==> src/hw/rtl/css_pkg.sv <==
`default_nettype none

package css_pkg;

    localparam int STACK_SLOTS  = 64;
    localparam int RANDOM_BITS  = 15;
    localparam int DECK_CARDS   = 52;
    localparam int SUIT_COUNT   = 4;
    localparam int NUMBER_COUNT = 13;

    localparam int CARD_W      = 6;
    localparam int SUIT_W      = $clog2(SUIT_COUNT);
    localparam int NUM_W       = CARD_W - SUIT_W;
    localparam int KIND_W      = 2;
    localparam int RAND_IN_W   = 15;
    localparam int COUNT_OUT_W = 7;
    localparam int ADDR_W      = $clog2(STACK_SLOTS);
    localparam int COUNT_W     = $clog2(STACK_SLOTS + 1);
    localparam int DIV_W       = RANDOM_BITS + 1;
    localparam int STEP_W      = $clog2(RANDOM_BITS + 1);

    localparam logic [RANDOM_BITS-1:0] RANDOM_FULL_SCALE = '1;

    localparam logic [KIND_W-1:0] KIND_PUSH    = 2'd0;
    localparam logic [KIND_W-1:0] KIND_POP     = 2'd1;
    localparam logic [KIND_W-1:0] KIND_PEEK    = 2'd2;
    localparam logic [KIND_W-1:0] KIND_SHUFFLE = 2'd3;

    typedef struct packed {
        logic                   start;
        logic [RANDOM_BITS-1:0] dividend;
        logic [DIV_W-1:0]       divisor;
    } css_div_req_t;

    typedef struct packed {
        logic                   done;
        logic [RANDOM_BITS-1:0] quotient;
    } css_div_rsp_t;

endpackage

`default_nettype wire

==> src/hw/rtl/css_div.sv <==
`default_nettype none

module css_div
    import css_pkg::*;
(
    input  wire logic         clk,
    input  wire logic         rst_n,
    input  wire css_div_req_t req,
    output css_div_rsp_t      rsp
);

    logic                   busy_reg, busy_next;
    logic                   done_reg, done_next;
    logic [STEP_W-1:0]      step_reg, step_next;
    logic [DIV_W-1:0]       rem_reg, rem_next;
    logic [DIV_W-1:0]       div_reg, div_next;
    logic [RANDOM_BITS-1:0] quot_reg, quot_next;
    logic [DIV_W:0]         trial;
    logic                   fits;

    assign trial = {rem_reg, quot_reg[RANDOM_BITS-1]};
    assign fits  = trial >= {1'b0, div_reg};

    always_comb
    begin
        busy_next = busy_reg;
        done_next = 1'b0;
        step_next = step_reg;
        rem_next  = rem_reg;
        div_next  = div_reg;
        quot_next = quot_reg;
        if (req.start)
        begin
            busy_next = 1'b1;
            step_next = STEP_W'(RANDOM_BITS);
            rem_next  = '0;
            quot_next = req.dividend;
            div_next  = req.divisor;
        end
        else if (busy_reg)
        begin
            rem_next  = fits ? DIV_W'(trial - {1'b0, div_reg}) : DIV_W'(trial);
            quot_next = {quot_reg[RANDOM_BITS-2:0], fits};
            step_next = step_reg - 1'b1;
            if (step_reg == STEP_W'(1))
            begin
                busy_next = 1'b0;
                done_next = 1'b1;
            end
        end
    end

    always_ff @(posedge clk or negedge rst_n)
    begin
        if (!rst_n)
        begin
            busy_reg <= 1'b0;
            done_reg <= 1'b0;
            step_reg <= '0;
        end
        else
        begin
            busy_reg <= busy_next;
            done_reg <= done_next;
            step_reg <= step_next;
        end
    end

    always_ff @(posedge clk)
    begin
        rem_reg  <= rem_next;
        div_reg  <= div_next;
        quot_reg <= quot_next;
    end

    assign rsp = '{done: done_reg, quotient: quot_reg};

endmodule

`default_nettype wire

==> config.mk <==
export PLATFORM = sky130hd
export DESIGN_NAME = css_div
export DESIGN_NICKNAME = d
export VERILOG_FILES = /design/src/hw/rtl/css_pkg.sv /design/src/hw/rtl/css_div.sv
export SDC_FILE = /design/constraint.sdc
export NUM_CORES = 1
export LEC_CHECK = 0
export ABC_CLOCK_PERIOD_IN_PS = 5300
export BUFFER_PORTS_ARGS = -buffer_cell sky130_fd_sc_hd__buf_2
export CORE_MARGIN = 3
export CORE_UTILIZATION = 53
export DETAILED_ROUTE_END_ITERATION = 6
export PLACE_DENSITY = 0.78
export SYNTH_ARGS = -nofsm -noshare
export SYNTH_HDL_FRONTEND = slang
export SYNTH_SLANG_ARGS = --single-unit
==> constraint.sdc <==
create_clock -name clk -period 5.3 [get_ports clk]
set_clock_uncertainty 0.2 [all_clocks]
set_input_delay 1.06 -clock clk [delete_from_list [all_inputs] [get_ports clk]]
set_output_delay 1.06 -clock clk [all_outputs]
set_load 0.03 [all_outputs]
==> impl_metrics.py <==
metrics = {
    "synth": {
        "ys_seq_area_share_pct": 46.9,
        "syn_avg_cell_area_um2": 10.9,
        "ys_types": 46,
        "netlist_area_mm2": 0.00299,
        "synth-seq-cells": 53,
        "syn-instance-count": 275,
        "number_of_flops_mapped_to_enable_cells_by_yosys": 31,
        "mappedNetlistNets": 328,
        "synth-main-ff-cell": "sky130_fd_sc_hd__edfxtp_1",
        "postSynth.asyncResetShare_pct": 11.3,
        "yosysWarningCount": 0,
    },
    "worst_setup_path": {
        "r2r_cells": 9,
        "required_ps": 5330,
        "timing_worst_setup_path_type": "reg2reg",
        "arrival_ps": 2930,
        "nature_of_the_critical_path_startpoint": "register",
        "cell_with_the_largest_stage_delay_on_the_worst_path": "sky130_fd_sc_hd__edfxtp_1",
        "critPathMaxFanout": 18,
        "critPathCaptureType": "register",
        "timing.critical_path.slowest_cell_delay_ps": 420,
        "setup.reg_to_reg.worst_slack_ps": 2410,
        "critical_path.cell_chain": "inv_1 -> ha_1 -> nor2b_1 -> o21bai_1 -> a211oi_2 -> o311a_4 -> nor2_8 -> mux2_2 -> a211oi_1",
    },
    "power_and_ir_drop": {
        "intPower_uw": 932,
        "p_switching_uw": 521,
        "flop_pwr_share_pct": 38.7,
        "power.switching_fraction_pct": 35.9,
        "clock_power_share_pct": 19.2,
        "totalPowerFinal_uw": 1450,
        "vdd.ir_drop.worst_mv": 0.207,
        "power.combinational.fraction_pct": 42.1,
        "p_leak_uw": 0.00156,
        "power_density_mw_per_mm2": 430,
    },
    "route": {
        "drt-total-wl_um": 5430,
        "routed_via_density": 5.41,
        "initialDrtViolationCount": 70,
        "drcViolationCount": 0,
        "ant_nets": 0,
        "vias": 2126,
        "first_pass_iters": 4,
        "routed_wire_length_per_instance_um": 13.8,
    },
    "floorplanning": {
        "top_level_ports": 50,
        "die_width_um": 81.1,
        "placement_rows": 26,
        "floorplan.core_area_mm2": 0.00527,
        "die_height_um": 81.1,
        "dieArea_mm2": 0.00657,
        "initial_core_util_pct": 56.7,
    },
    "finish": {
        "leading_cell_type_in_the_layout_fill_and_taps_excluded": "sky130_fd_sc_hd__buf_2",
        "fin_cells": 393,
        "top_library_cells_by_usage_in_the_layout_fill_and_taps_aside": "sky130_fd_sc_hd__buf_2 (49), sky130_fd_sc_hd__edfxtp_1 (31), sky130_fd_sc_hd__nor2_1 (25)",
        "syn2layout_area_growth_pct": 13.2,
        "final_layout_size_suffix_gt1_share_pct": 25.1,
        "finish.net_count": 375,
        "diode_insertion_count_for_antenna_repair": 0,
    },
    "sta": {
        "setup_viol_count_final": 0,
        "fmax_mhz": 346,
        "finalCritPeriodShare_pct": 54.6,
        "final.min_clock_period_ps": 2890,
        "hold_viol_final": 0,
        "tightest_slew_ps": 836,
        "worst_slack_ps": 2410,
        "grt_setup_unrepaired": "no",
        "worst_slew_margin_rel_pct": 44.3,
        "finalMaxSlewViolations": 0,
        "totalNegativeSetupSlack_ps": 0,
    },
    "clock_tree": {
        "clock_tree.root_cell": "sky130_fd_sc_hd__clkbuf_8",
        "tritoncts_clock_tree": "yes",
        "register_clock_pin_slew_on_the_reported_worst_setup_and_hold_paths_ps": 100,
        "clock_sinks": 53,
        "holdBufCountCts": 0,
        "cts.repair.resized": 0,
        "later_pin_clock_latency_in_the_skew_report_ps": 320,
        "clock_tree.buffer_depth": 2,
        "cts_buffers": 5,
        "h-tree-depth": 2,
        "postCtsSetupRepairBufs": 0,
    },
    "global_routing": {
        "grt_first_pass_wirelength_um": 9380,
        "grtUsageTotal_pct": 18.4,
        "first_global_vias": 2112,
        "grt_start_max_net_pins": 48,
        "gr-total-overflow": 0,
        "grt_antenna_before_repair": 0,
    },
    "placed_design": {
        "placement.io_buffers": 49,
        "place_inst": 385,
        "place.gp.congestion": 0.823,
        "place_worst_setup_slack_ps": 2240,
        "detailed_place_hpwl_um": 3980,
    },
    "run_status": {
        "outcome": "completed",
    },
    "run": {
        "max_cap_violations": 0,
    },
    "worst_hold_path": {
        "hold_depth": 2,
        "class_of_the_tightest_hold_or_removal_check": "reg2reg",
    },
}
critical path, delay by kind of cell (launching register included):
kind                     cells  cell delay [ps]
AO/OA/AOI/OAI                4             1000
buffers and inverters        1               70
AND/OR/NAND/NOR              2              500
adder cells (fa/ha/maj)      1              230
multiplexers                 1              380
flip-flops                   1              420
routing by layer:
layer / GRT usage [%] / vias up / routed length, µm
li1: - / 1074 / -
met1: 23.0 / 1013 / 2380
met2: 31.8 / 33 / 2780
met3: 3.77 / 6 / 202
met4: 6.08 / 0 / 68
met5: 0 / - / 0
cells by family after synthesis:
logic type,after synthesis,synth area share (%)
flip-flops,53,46.9
buffers and inverters,31,4.56
multiplexers,30,10.7
AND/OR/NAND/NOR,73,12.0
AO/OA/AOI/OAI,56,13.8
XOR/XNOR,13,3.81
adder cells (fa/ha/maj),19,8.21
through the flow:
step / instance area, µm² / hold slack [ps] / utilization [%]
after floorplan: 2990 / 253 / -
after global placement: 3270 / 275 / 62.1
after detailed placement: 3270 / 281 / 62.1
after CTS: 3380 / 296 / 64.2
after global routing: 3380 / 328 / 64.2
final: 3380 / 294 / 64.2
power by group through the flow:
stage / clock, µW / combinational [µW] / sequential (µW)
2_1_floorplan: 0 / 482 / 593
3_3_place_gp: 0 / 598 / 570
3_5_place_dp: 0 / 614 / 572
4_1_cts: 290 / 617 / 563
5_1_grt: 304 / 680 / 572
6_report: 279 / 612 / 563
layout make-up:
cell class	count	area, µm²
multi-input combinational	191	1450
clock inverter	2	38.8
timing repair buffer	50	253
inverter	21	78.8
fill	448	1890
sequential	53	1400
tap	70	87.6
clock buffer	6	72.6
path summary, 6_finish.rpt:
kind                               end   startpoint
max                         rem_reg[0]   div_reg[1]
min                        rem_reg[13]  rem_reg[13]
max reg2reg                 rem_reg[0]   div_reg[1]
min reg2reg                rem_reg[13]  rem_reg[13]
max in group asynchronous  step_reg[0]        rst_n
min in group asynchronous  step_reg[3]        rst_n
cells in the mapped netlist, types with 2 or more instances:
cell type,instances,area [µm²]
sky130_fd_sc_hd__xnor2_1,10,87.6
sky130_fd_sc_hd__mux2_2,16,180
sky130_fd_sc_hd__o21bai_1,2,15.0
sky130_fd_sc_hd__mux2i_1,14,140
sky130_fd_sc_hd__o31ai_1,4,30.0
sky130_fd_sc_hd__nand3b_1,3,22.5
sky130_fd_sc_hd__o41ai_1,2,17.5
sky130_fd_sc_hd__xor2_1,3,26.3
sky130_fd_sc_hd__a211o_1,2,17.5
sky130_fd_sc_hd__and2_1,2,12.5
sky130_fd_sc_hd__o21a_1,3,22.5
sky130_fd_sc_hd__inv_1,21,78.8
sky130_fd_sc_hd__ha_1,18,225
sky130_fd_sc_hd__nor3_1,4,20.0
sky130_fd_sc_hd__a21oi_1,8,40.0
sky130_fd_sc_hd__nor2b_1,3,18.8
sky130_fd_sc_hd__nor2_1,25,93.8
sky130_fd_sc_hd__a211oi_2,3,37.5
sky130_fd_sc_hd__dfrtp_1,6,150
sky130_fd_sc_hd__nand2_1,17,63.8
sky130_fd_sc_hd__a211oi_1,8,60.1
sky130_fd_sc_hd__and3_1,2,12.5
sky130_fd_sc_hd__clkbuf_1,6,22.5
sky130_fd_sc_hd__buf_1,2,7.51
sky130_fd_sc_hd__edfxtp_1,31,931
sky130_fd_sc_hd__o21ai_0,12,60.1
sky130_fd_sc_hd__a21o_1,3,22.5
sky130_fd_sc_hd__nand3_1,6,30.0
sky130_fd_sc_hd__dfxtp_1,16,320
sky130_fd_sc_hd__nand2b_1,7,43.8
(Power assumes the default switching activity.)
