**src/hw/rtl/css_ram.sv**
```systemverilog
`default_nettype none

module css_ram #(
    parameter int WIDTH = 8,
    parameter int DEPTH = 64
) (
    input  wire logic                     clk,
    input  wire logic                     wr_en,
    input  wire logic [$clog2(DEPTH)-1:0] wr_addr,
    input  wire logic [WIDTH-1:0]         wr_data,
    input  wire logic                     rd_en,
    input  wire logic [$clog2(DEPTH)-1:0] rd_addr,
    output logic      [WIDTH-1:0]         rd_data
);

    logic [WIDTH-1:0] mem [DEPTH];

    always_ff @(posedge clk)
    begin
        if (wr_en)
        begin
            mem[wr_addr] <= wr_data;
        end
        if (rd_en)
        begin
            rd_data <= mem[rd_addr];
        end
    end

endmodule

`default_nettype wire

```
**config.mk**
```make
export PLATFORM = sky130hd
export DESIGN_NAME = css_ram
export DESIGN_NICKNAME = d
export VERILOG_FILES = /design/src/hw/rtl/css_ram.sv
export SDC_FILE = /design/constraint.sdc
export NUM_CORES = 1
export LEC_CHECK = 0
export BUFFER_PORTS_ARGS = -buffer_cell sky130_fd_sc_hd__buf_2
export CORE_UTILIZATION = 35
export CTS_BUF_LIST = sky130_fd_sc_hd__clkbuf_8
export CTS_CLUSTER_DIAMETER = 100
export CTS_CLUSTER_SIZE = 12
export DETAILED_ROUTE_END_ITERATION = 8
export PLACE_DENSITY = 0.48
export SETUP_SLACK_MARGIN = 0.15
export SLEW_MARGIN = 20
export SYNTH_ARGS = -nofsm -noshare
export SYNTH_HDL_FRONTEND = slang
export SYNTH_SLANG_ARGS = --single-unit
```
**constraint.sdc**
```tcl
create_clock -name clk -period 4.6 [get_ports clk]
set_input_delay 0 -clock clk [delete_from_list [all_inputs] [get_ports clk]]
set_output_delay 0 -clock clk [all_outputs]
set_load 0.005 [all_outputs]
```
==> results.sh, run 1 <==
export IMPL_max_clock_freq_ghz=0.397
export IMPL_synthesis_yosys_warnings=0
export IMPL_period_needed_ns=2.52
export IMPL_seq_power_share=0.638
export IMPL_post_cts_resized=0
export IMPL_worst_ir_drop_vdd_mv=0.196
export IMPL_cts_root_to_sink_buffers=3
export IMPL_buffer_ports_inserted=30
export IMPL_worst_setup_path_start_kind="input pin"
export IMPL_cts_root_buf="sky130_fd_sc_hd__clkbuf_8"
export IMPL_r2r_start="mem[24][6]"
export IMPL_die_height_um=243
export IMPL_ctsHtreeMaxLevel=2
export IMPL_globalRouteOverflowTotal=0
export IMPL_floorplan_core_area_mm2=0.0568
export IMPL_power_leakage_uw=0.00661
export IMPL_maxSlewHeadroom=0.272
export IMPL_ys_seq_elements=520
export IMPL_synth_net_count=963
export IMPL_critical_path_top_delay_family="buffers and inverters"
export IMPL_synthToLayoutAreaGrowth_pct=8.71
export IMPL_grt_usage=0.164
export IMPL_drc_errors=0
export IMPL_worst_path_max_delay_cell="sky130_fd_sc_hd__nor3_1"
export IMPL_first_global_vias=9571
export IMPL_numCtsBuffers=49
export IMPL_tritoncts_num_sinks=520
export IMPL_insertedDiodeCount=0
export IMPL_max_slew_worst_pin_slew_ns=1.09
export IMPL_cts_hold_fix_buffers=7
export IMPL_postRouteAntennaNets=0
export IMPL_routed_wirelength_mm=47.8
export IMPL_initialDrtViolationCount=815
export IMPL_n_fill_cell=5160
export IMPL_clock_pin_slew_reported_for_the_worst_setup_and_hold_paths_after_clock_tree_synthesis_ns=0.08
export IMPL_initial_core_util=0.356
export IMPL_grt_first_pass_wirelength_mm=69.4
export IMPL_design_final_nets=1024
export IMPL_cp_arrival_ns=2.90
export IMPL_power_frac_comb=0.059
export IMPL_detail_route_wl_per_cell_um=27.2
export IMPL_cts_setup_buffers=0
export IMPL_later_pin_clock_latency_in_the_skew_report_ns=0.65
export IMPL_crit_path_cell_trace="clkbuf_8, buf_4, mux4_2, mux2_2, o221a_2, nor3_1, o32ai_1"
export IMPL_ys_types=39
export IMPL_tritoncts="built"
export IMPL_status="completed"
export IMPL_p_clk_frac=0.303
export IMPL_pre_cts_ws_ns=1.44
export IMPL_crit_path_max_incr_delay_ns=0.60
export IMPL_max_cap_violations=0
export IMPL_holdCritStartpoint="wr_data[5]"
export IMPL_mapped_cells=940
export IMPL_fin_worst_skew_ns=0.0339
export IMPL_drt_vias_per_instance=5.26
export IMPL_timing_final_max_slew_violations=0
export IMPL_cell_internal_pwr_uw=6420
export IMPL_dr_pass1_iters=6
export IMPL_fp_row_count=87
export IMPL_dr_total_vias=9253
export IMPL_drive_above_1_share=0.247
export IMPL_worstSetupStartpoint="rd_addr[0]"
export IMPL_hpwlAfterDp_mm=28.6
export IMPL_critical_path_n_buffers_inverters=2
export IMPL_die_width_um=243
export IMPL_fin_tns_setup_ns=0
export IMPL_total_switching_power_uw=1820
export IMPL_design_portCount=31
export IMPL_cp_required_ns=4.98
export IMPL_antenna_found_initial=0
export IMPL_path_class="input pin to register"
export IMPL_power_per_cell_area_mw_per_mm2=374
export IMPL_die_area_mm2=0.0588
export IMPL_worst_slack_ns=2.08
export IMPL_sw_frac=0.221
export IMPL_ys_async_sr_fraction=0
export IMPL_timing_final_setup_violations=0
export IMPL_avgSynthCellArea_um2=21.5
export IMPL_post_synth_instance_area_mm2=0.0202
export IMPL_holdCritPathClass="input pin to register"
export IMPL_ys_seq_area_frac=0.771
export IMPL_gp_congestion=0.778
export IMPL_synth_enable_flop_cells=520
export IMPL_grt_max_degree=65
export IMPL_dominantRegCellSynth="sky130_fd_sc_hd__edfxtp_1"
export IMPL_hold_violations=0
export IMPL_r2r_slack_ns=2.16
export IMPL_grt_setup_unrepaired="false"
export IMPL_finalCritPeriodShare=0.548
export IMPL_critPathCaptureType="register"
export IMPL_critPathMaxFanout=62
-- power by group through the flow --
| stage | clock, uW | combinational [uW] | sequential, uW |
|---|---|---|---|
| global route | 2740 | 523 | 5260 |
| floorplan | 0 | 280 | 5360 |
| finish | 2500 | 485 | 5260 |
| detailed placement | 0 | 492 | 5370 |
| CTS | 2590 | 497 | 5260 |
| global placement | 0 | 489 | 5370 |
-- stage by stage --
step	util	area [um^2]	std cells	power [uW]	hold slack [ns]
6_report	0.387	22000	1759	8240	0.0429
5_1_grt	0.387	22000	1759	8530	0.0424
4_1_cts	0.387	22000	1759	8350	0.00723
3_5_place_dp	0.373	21200	1699	5860	0.392
3_3_place_gp	0.373	21200	1699	5860	0.389
2_1_floorplan	-	20200	940	5640	0.0989
-- placed cells by master, fill, tap and decap left out, types with 3 or more instances in the layout --
cell type,count
sky130_fd_sc_hd__a211oi_1,4
sky130_fd_sc_hd__a21oi_1,3
sky130_fd_sc_hd__a221oi_1,6
sky130_fd_sc_hd__a22oi_1,3
sky130_fd_sc_hd__buf_2,27
sky130_fd_sc_hd__buf_4,26
sky130_fd_sc_hd__clkbuf_8,52
sky130_fd_sc_hd__dlygate4sd3_1,7
sky130_fd_sc_hd__edfxtp_1,520
sky130_fd_sc_hd__mux2_2,13
sky130_fd_sc_hd__mux2i_1,23
sky130_fd_sc_hd__mux4_2,126
sky130_fd_sc_hd__nand2_1,19
sky130_fd_sc_hd__nand2b_1,7
sky130_fd_sc_hd__nand3_1,13
sky130_fd_sc_hd__nand3b_1,3
sky130_fd_sc_hd__nor2_1,83
sky130_fd_sc_hd__nor2b_1,14
sky130_fd_sc_hd__nor3_1,7
sky130_fd_sc_hd__o2111ai_1,3
sky130_fd_sc_hd__o221ai_1,8
sky130_fd_sc_hd__o22ai_1,8
sky130_fd_sc_hd__o2bb2ai_1,3
-- kinds of logic (layout without fill, tap and decap cells) --
group,count (synthesis),in the layout,share of synthesized area
and+or+nand+nor,153,153,0.0337
DFF,520,520,0.771
buffers and inverters,51,114,0.0156
AOI/OAI and AO/OA,54,54,0.0206
muxes,162,162,0.159
-- cells in the mapped netlist (all sizes together) (4+ instances only) --
library cell / instances / area (um^2)
mux2: 13 / 146
nand3: 13 / 65.1
nor3: 7 / 35.0
nor2: 83 / 312
a211oi: 4 / 30.0
buf: 34 / 253
nand2: 19 / 71.3
edfxtp: 520 / 15600
mux2i: 23 / 230
o21ai: 4 / 20.0
clkbuf: 17 / 63.8
o22ai: 8 / 50.1
nor2b: 14 / 87.6
a221oi: 6 / 52.6
mux4: 126 / 2840
nand2b: 7 / 43.8
o221ai: 8 / 70.1
-- metal layers --
layer / track usage / wire length, um / up-vias / share of wire
met5: 0 / 0 / - / 0
met4: 0.0462 / 933 / 0 / 0.020
met3: 0.0336 / 2630 / 66 / 0.055
met2: 0.259 / 22600 / 242 / 0.47
met1: 0.231 / 21600 / 4937 / 0.45
li1: - / - / 4008 / -
-- path summary, 6_finish.rpt --
path	end	cells after the start
max	rd_data[6]	7
max reg2reg	rd_data[6]	5
min	mem[52][5]	2
min reg2reg	rd_data[6]	3
-- sequential cells by signal (all words and copies together), names as in the netlist --
| signal | flops |
|---|---|
| rd_data | 8 |
| mem | 512 |
-- final cells by class --
class                   instances  area, um^2  share of cell area
well taps                     756         946              0.0430
clock buffers                  51         702              0.0319
multi-input cells             369        4320               0.196
clock inverters                 2        16.3            0.000739
repair buffers                 61         414              0.0188
flip-flops and latches        520       15600               0.709
(Power assumes the default switching activity.)
==> run 2, diff against run 1 <==
--- a/config.mk
+++ b/config.mk
@@ -11,7 +11,7 @@
 export CTS_CLUSTER_DIAMETER = 100
 export CTS_CLUSTER_SIZE = 12
 export DETAILED_ROUTE_END_ITERATION = 8
-export PLACE_DENSITY = 0.48
+export PLACE_DENSITY = 0.5
 export SETUP_SLACK_MARGIN = 0.15
 export SLEW_MARGIN = 20
 export SYNTH_ARGS = -nofsm -noshare
==> constraint.sdc (replaced) <==
create_clock -name clk -period 2.2 [get_ports clk]
set_input_delay 0 -clock clk [delete_from_list [all_inputs] [get_ports clk]]
set_output_delay 0 -clock clk [all_outputs]
set_load 0.005 [all_outputs]
==> results.sh, run 2 (synthesized netlist as in run 1, its figures left out) <==
export IMPL_detail_route_wl_per_cell_um=26.3
export IMPL_path_class="register to register"
export IMPL_fin_tns_setup_ns=0
export IMPL_total_switching_power_uw=3830
export IMPL_grt_max_degree=65
export IMPL_timing_final_max_slew_violations=0
export IMPL_dr_pass1_iters=5
export IMPL_worst_ir_drop_vdd_mv=0.460
export IMPL_worst_setup_path_start_kind="register"
export IMPL_synthToLayoutAreaGrowth_pct=14.4
export IMPL_max_flop_register="mem"
export IMPL_crit_path_max_incr_delay_ns=0.48
export IMPL_power_per_cell_area_mw_per_mm2=749
export IMPL_cp_required_ns=2.58
export IMPL_pre_cts_ws_ns=-0.121
export IMPL_gp_congestion=0.779
export IMPL_fin_worst_skew_ns=0.0292
export IMPL_worstSetupStartpoint="mem[21][4]"
export IMPL_p_clk_frac=0.299
export IMPL_status="complete, but fails checks"
export IMPL_layout_commonest_cell="sky130_fd_sc_hd__edfxtp_1"
export IMPL_cell_internal_pwr_uw=13500
export IMPL_routed_wirelength_mm=49.5
export IMPL_finish_utilization=0.408
export IMPL_finalCritPeriodShare=0.942
export IMPL_cts_root_buf="sky130_fd_sc_hd__clkbuf_8"
export IMPL_holdCritStartpoint="rd_addr[5]"
export IMPL_biggestRegsByFlops="mem x512, rd_data x8"
export IMPL_worst_path_max_delay_cell="sky130_fd_sc_hd__mux4_2"
export IMPL_placedCellCount=1816
export IMPL_ctsHtreeMaxLevel=2
export IMPL_later_pin_clock_latency_in_the_skew_report_ns=0.64
export IMPL_period_needed_ns=2.07
export IMPL_layout_cells_most_common_list="sky130_fd_sc_hd__edfxtp_1, sky130_fd_sc_hd__buf_4, sky130_fd_sc_hd__mux4_2"
export IMPL_die_height_um=243
export IMPL_failing_checks="hold timing"
export IMPL_crit_path_cell_trace="mux4_2, mux2_4, o221a_4, nor3_4, buf_6, o32ai_1"
export IMPL_dr_total_vias=9911
export IMPL_drive_above_1_share=0.329
export IMPL_grt_setup_unrepaired="true"
export IMPL_first_global_vias=10370
export IMPL_seq_power_share=0.633
export IMPL_grt_usage=0.170
export IMPL_critPathMaxFanout=1
export IMPL_worst_slack_ns=0.127
export IMPL_numCtsBuffers=49
export IMPL_max_clock_freq_ghz=0.482
export IMPL_timing_hold_ws_ns=-0.0303
export IMPL_clock_pin_slew_reported_for_the_worst_setup_and_hold_paths_after_clock_tree_synthesis_ns=0.08
export IMPL_critPathCaptureType="register"
export IMPL_hold_violations=2
export IMPL_initialDrtViolationCount=827
export IMPL_power_leakage_uw=0.00731
export IMPL_floorplan_core_area_mm2=0.0568
export IMPL_holdCritPathClass="input pin to register"
export IMPL_sw_frac=0.220
export IMPL_stdcell_count=1883
export IMPL_cts_root_to_sink_buffers=3
export IMPL_die_width_um=243
export IMPL_power_frac_comb=0.068
export IMPL_hpwlAfterDp_mm=31.4
export IMPL_max_cap_violations=0
export IMPL_drc_errors=0
export IMPL_maxSlewHeadroom=0.479
export IMPL_tritoncts="built"
export IMPL_buffer_ports_inserted=30
export IMPL_timing_final_setup_violations=0
export IMPL_die_area_mm2=0.0588
export IMPL_cp_arrival_ns=2.45
export IMPL_initial_core_util=0.356
export IMPL_largest_reg_flops=512
export IMPL_max_slew_worst_pin_slew_ns=0.781
export IMPL_drt_vias_per_instance=5.26
export IMPL_r2r_start="mem[21][4]"
export IMPL_tritoncts_num_sinks=520
export IMPL_fp_row_count=87
export IMPL_grt_first_pass_wirelength_mm=72.5
export IMPL_cts_setup_buffers=0
export IMPL_design_final_nets=1146
export IMPL_design_portCount=31
export IMPL_globalRouteOverflowTotal=0
export IMPL_postRouteAntennaNets=0
export IMPL_n_fill_cell=5083
export IMPL_antenna_found_initial=3
## run 2: metal layers
metal  vias up  share of wire  track usage
met5         -        0.00024            0
met4         2          0.028       0.0547
met3        81          0.053       0.0289
met2       281           0.48        0.274
met1      5289           0.44        0.236
li1       4258              -            -
## run 2: power groups by stage
stage | Clock (uW) | Sequential (uW) | Combinational (uW)
3_3_place_gp | 0 | 11200 | 1140
2_1_floorplan | 0 | 11200 | 585
3_5_place_dp | 0 | 11200 | 1160
5_1_grt | 5700 | 11000 | 1250
4_1_cts | 5400 | 11000 | 1180
6_report | 5190 | 11000 | 1170
## run 2: path summary, 6_finish.rpt
kind | end | slack, ns | cells after the start
setup / recovery | rd_data[4] | 0.13 | 6
hold / removal | rd_data[4] | -0.03 | 2
setup reg to reg | rd_data[4] | 0.13 | 6
hold reg to reg | rd_data[6] | 0.91 | 3
## run 2: layout make-up
type | instances | area (um^2) | share of cell area
sequential | 520 | 15600 | 0.674
clock inverter | 3 | 20.0 | 0.000864
multi-input combinational | 369 | 4370 | 0.189
antenna | 1 | 2.50 | 0.000108
clock buffer | 51 | 702 | 0.0303
timing repair buffer | 183 | 1510 | 0.0651
tap | 756 | 946 | 0.0408
## run 2: critical path: cells and delay by family (launching register included)
kind                   cells  cell delay, ns
flip-flops                 1            0.36
AND/OR/NAND/NOR            1            0.20
buffers and inverters      1            0.13
AO/OA/AOI/OAI              2            0.36
multiplexers               2            0.76
## run 2: what timing repair did
| item | CTS | global route |
|---|---|---|
| hold buffers | 11 | 1 |
| endpoints found under the hold margin | 263 | 6 |
| setup endpoints to repair | 4 | 4 |
| cloned | 0 | 0 |
| gates resized for setup | 5 | 6 |
| pin swaps | 2 | 1 |
## run 2: per-stage QoR
step	power, uW	area (um^2)
final	17400	23200
after global routing	18000	23200
after CTS	17600	23100
after detailed placement	12400	22300
after global placement	12400	22300
after floorplan	11800	20200
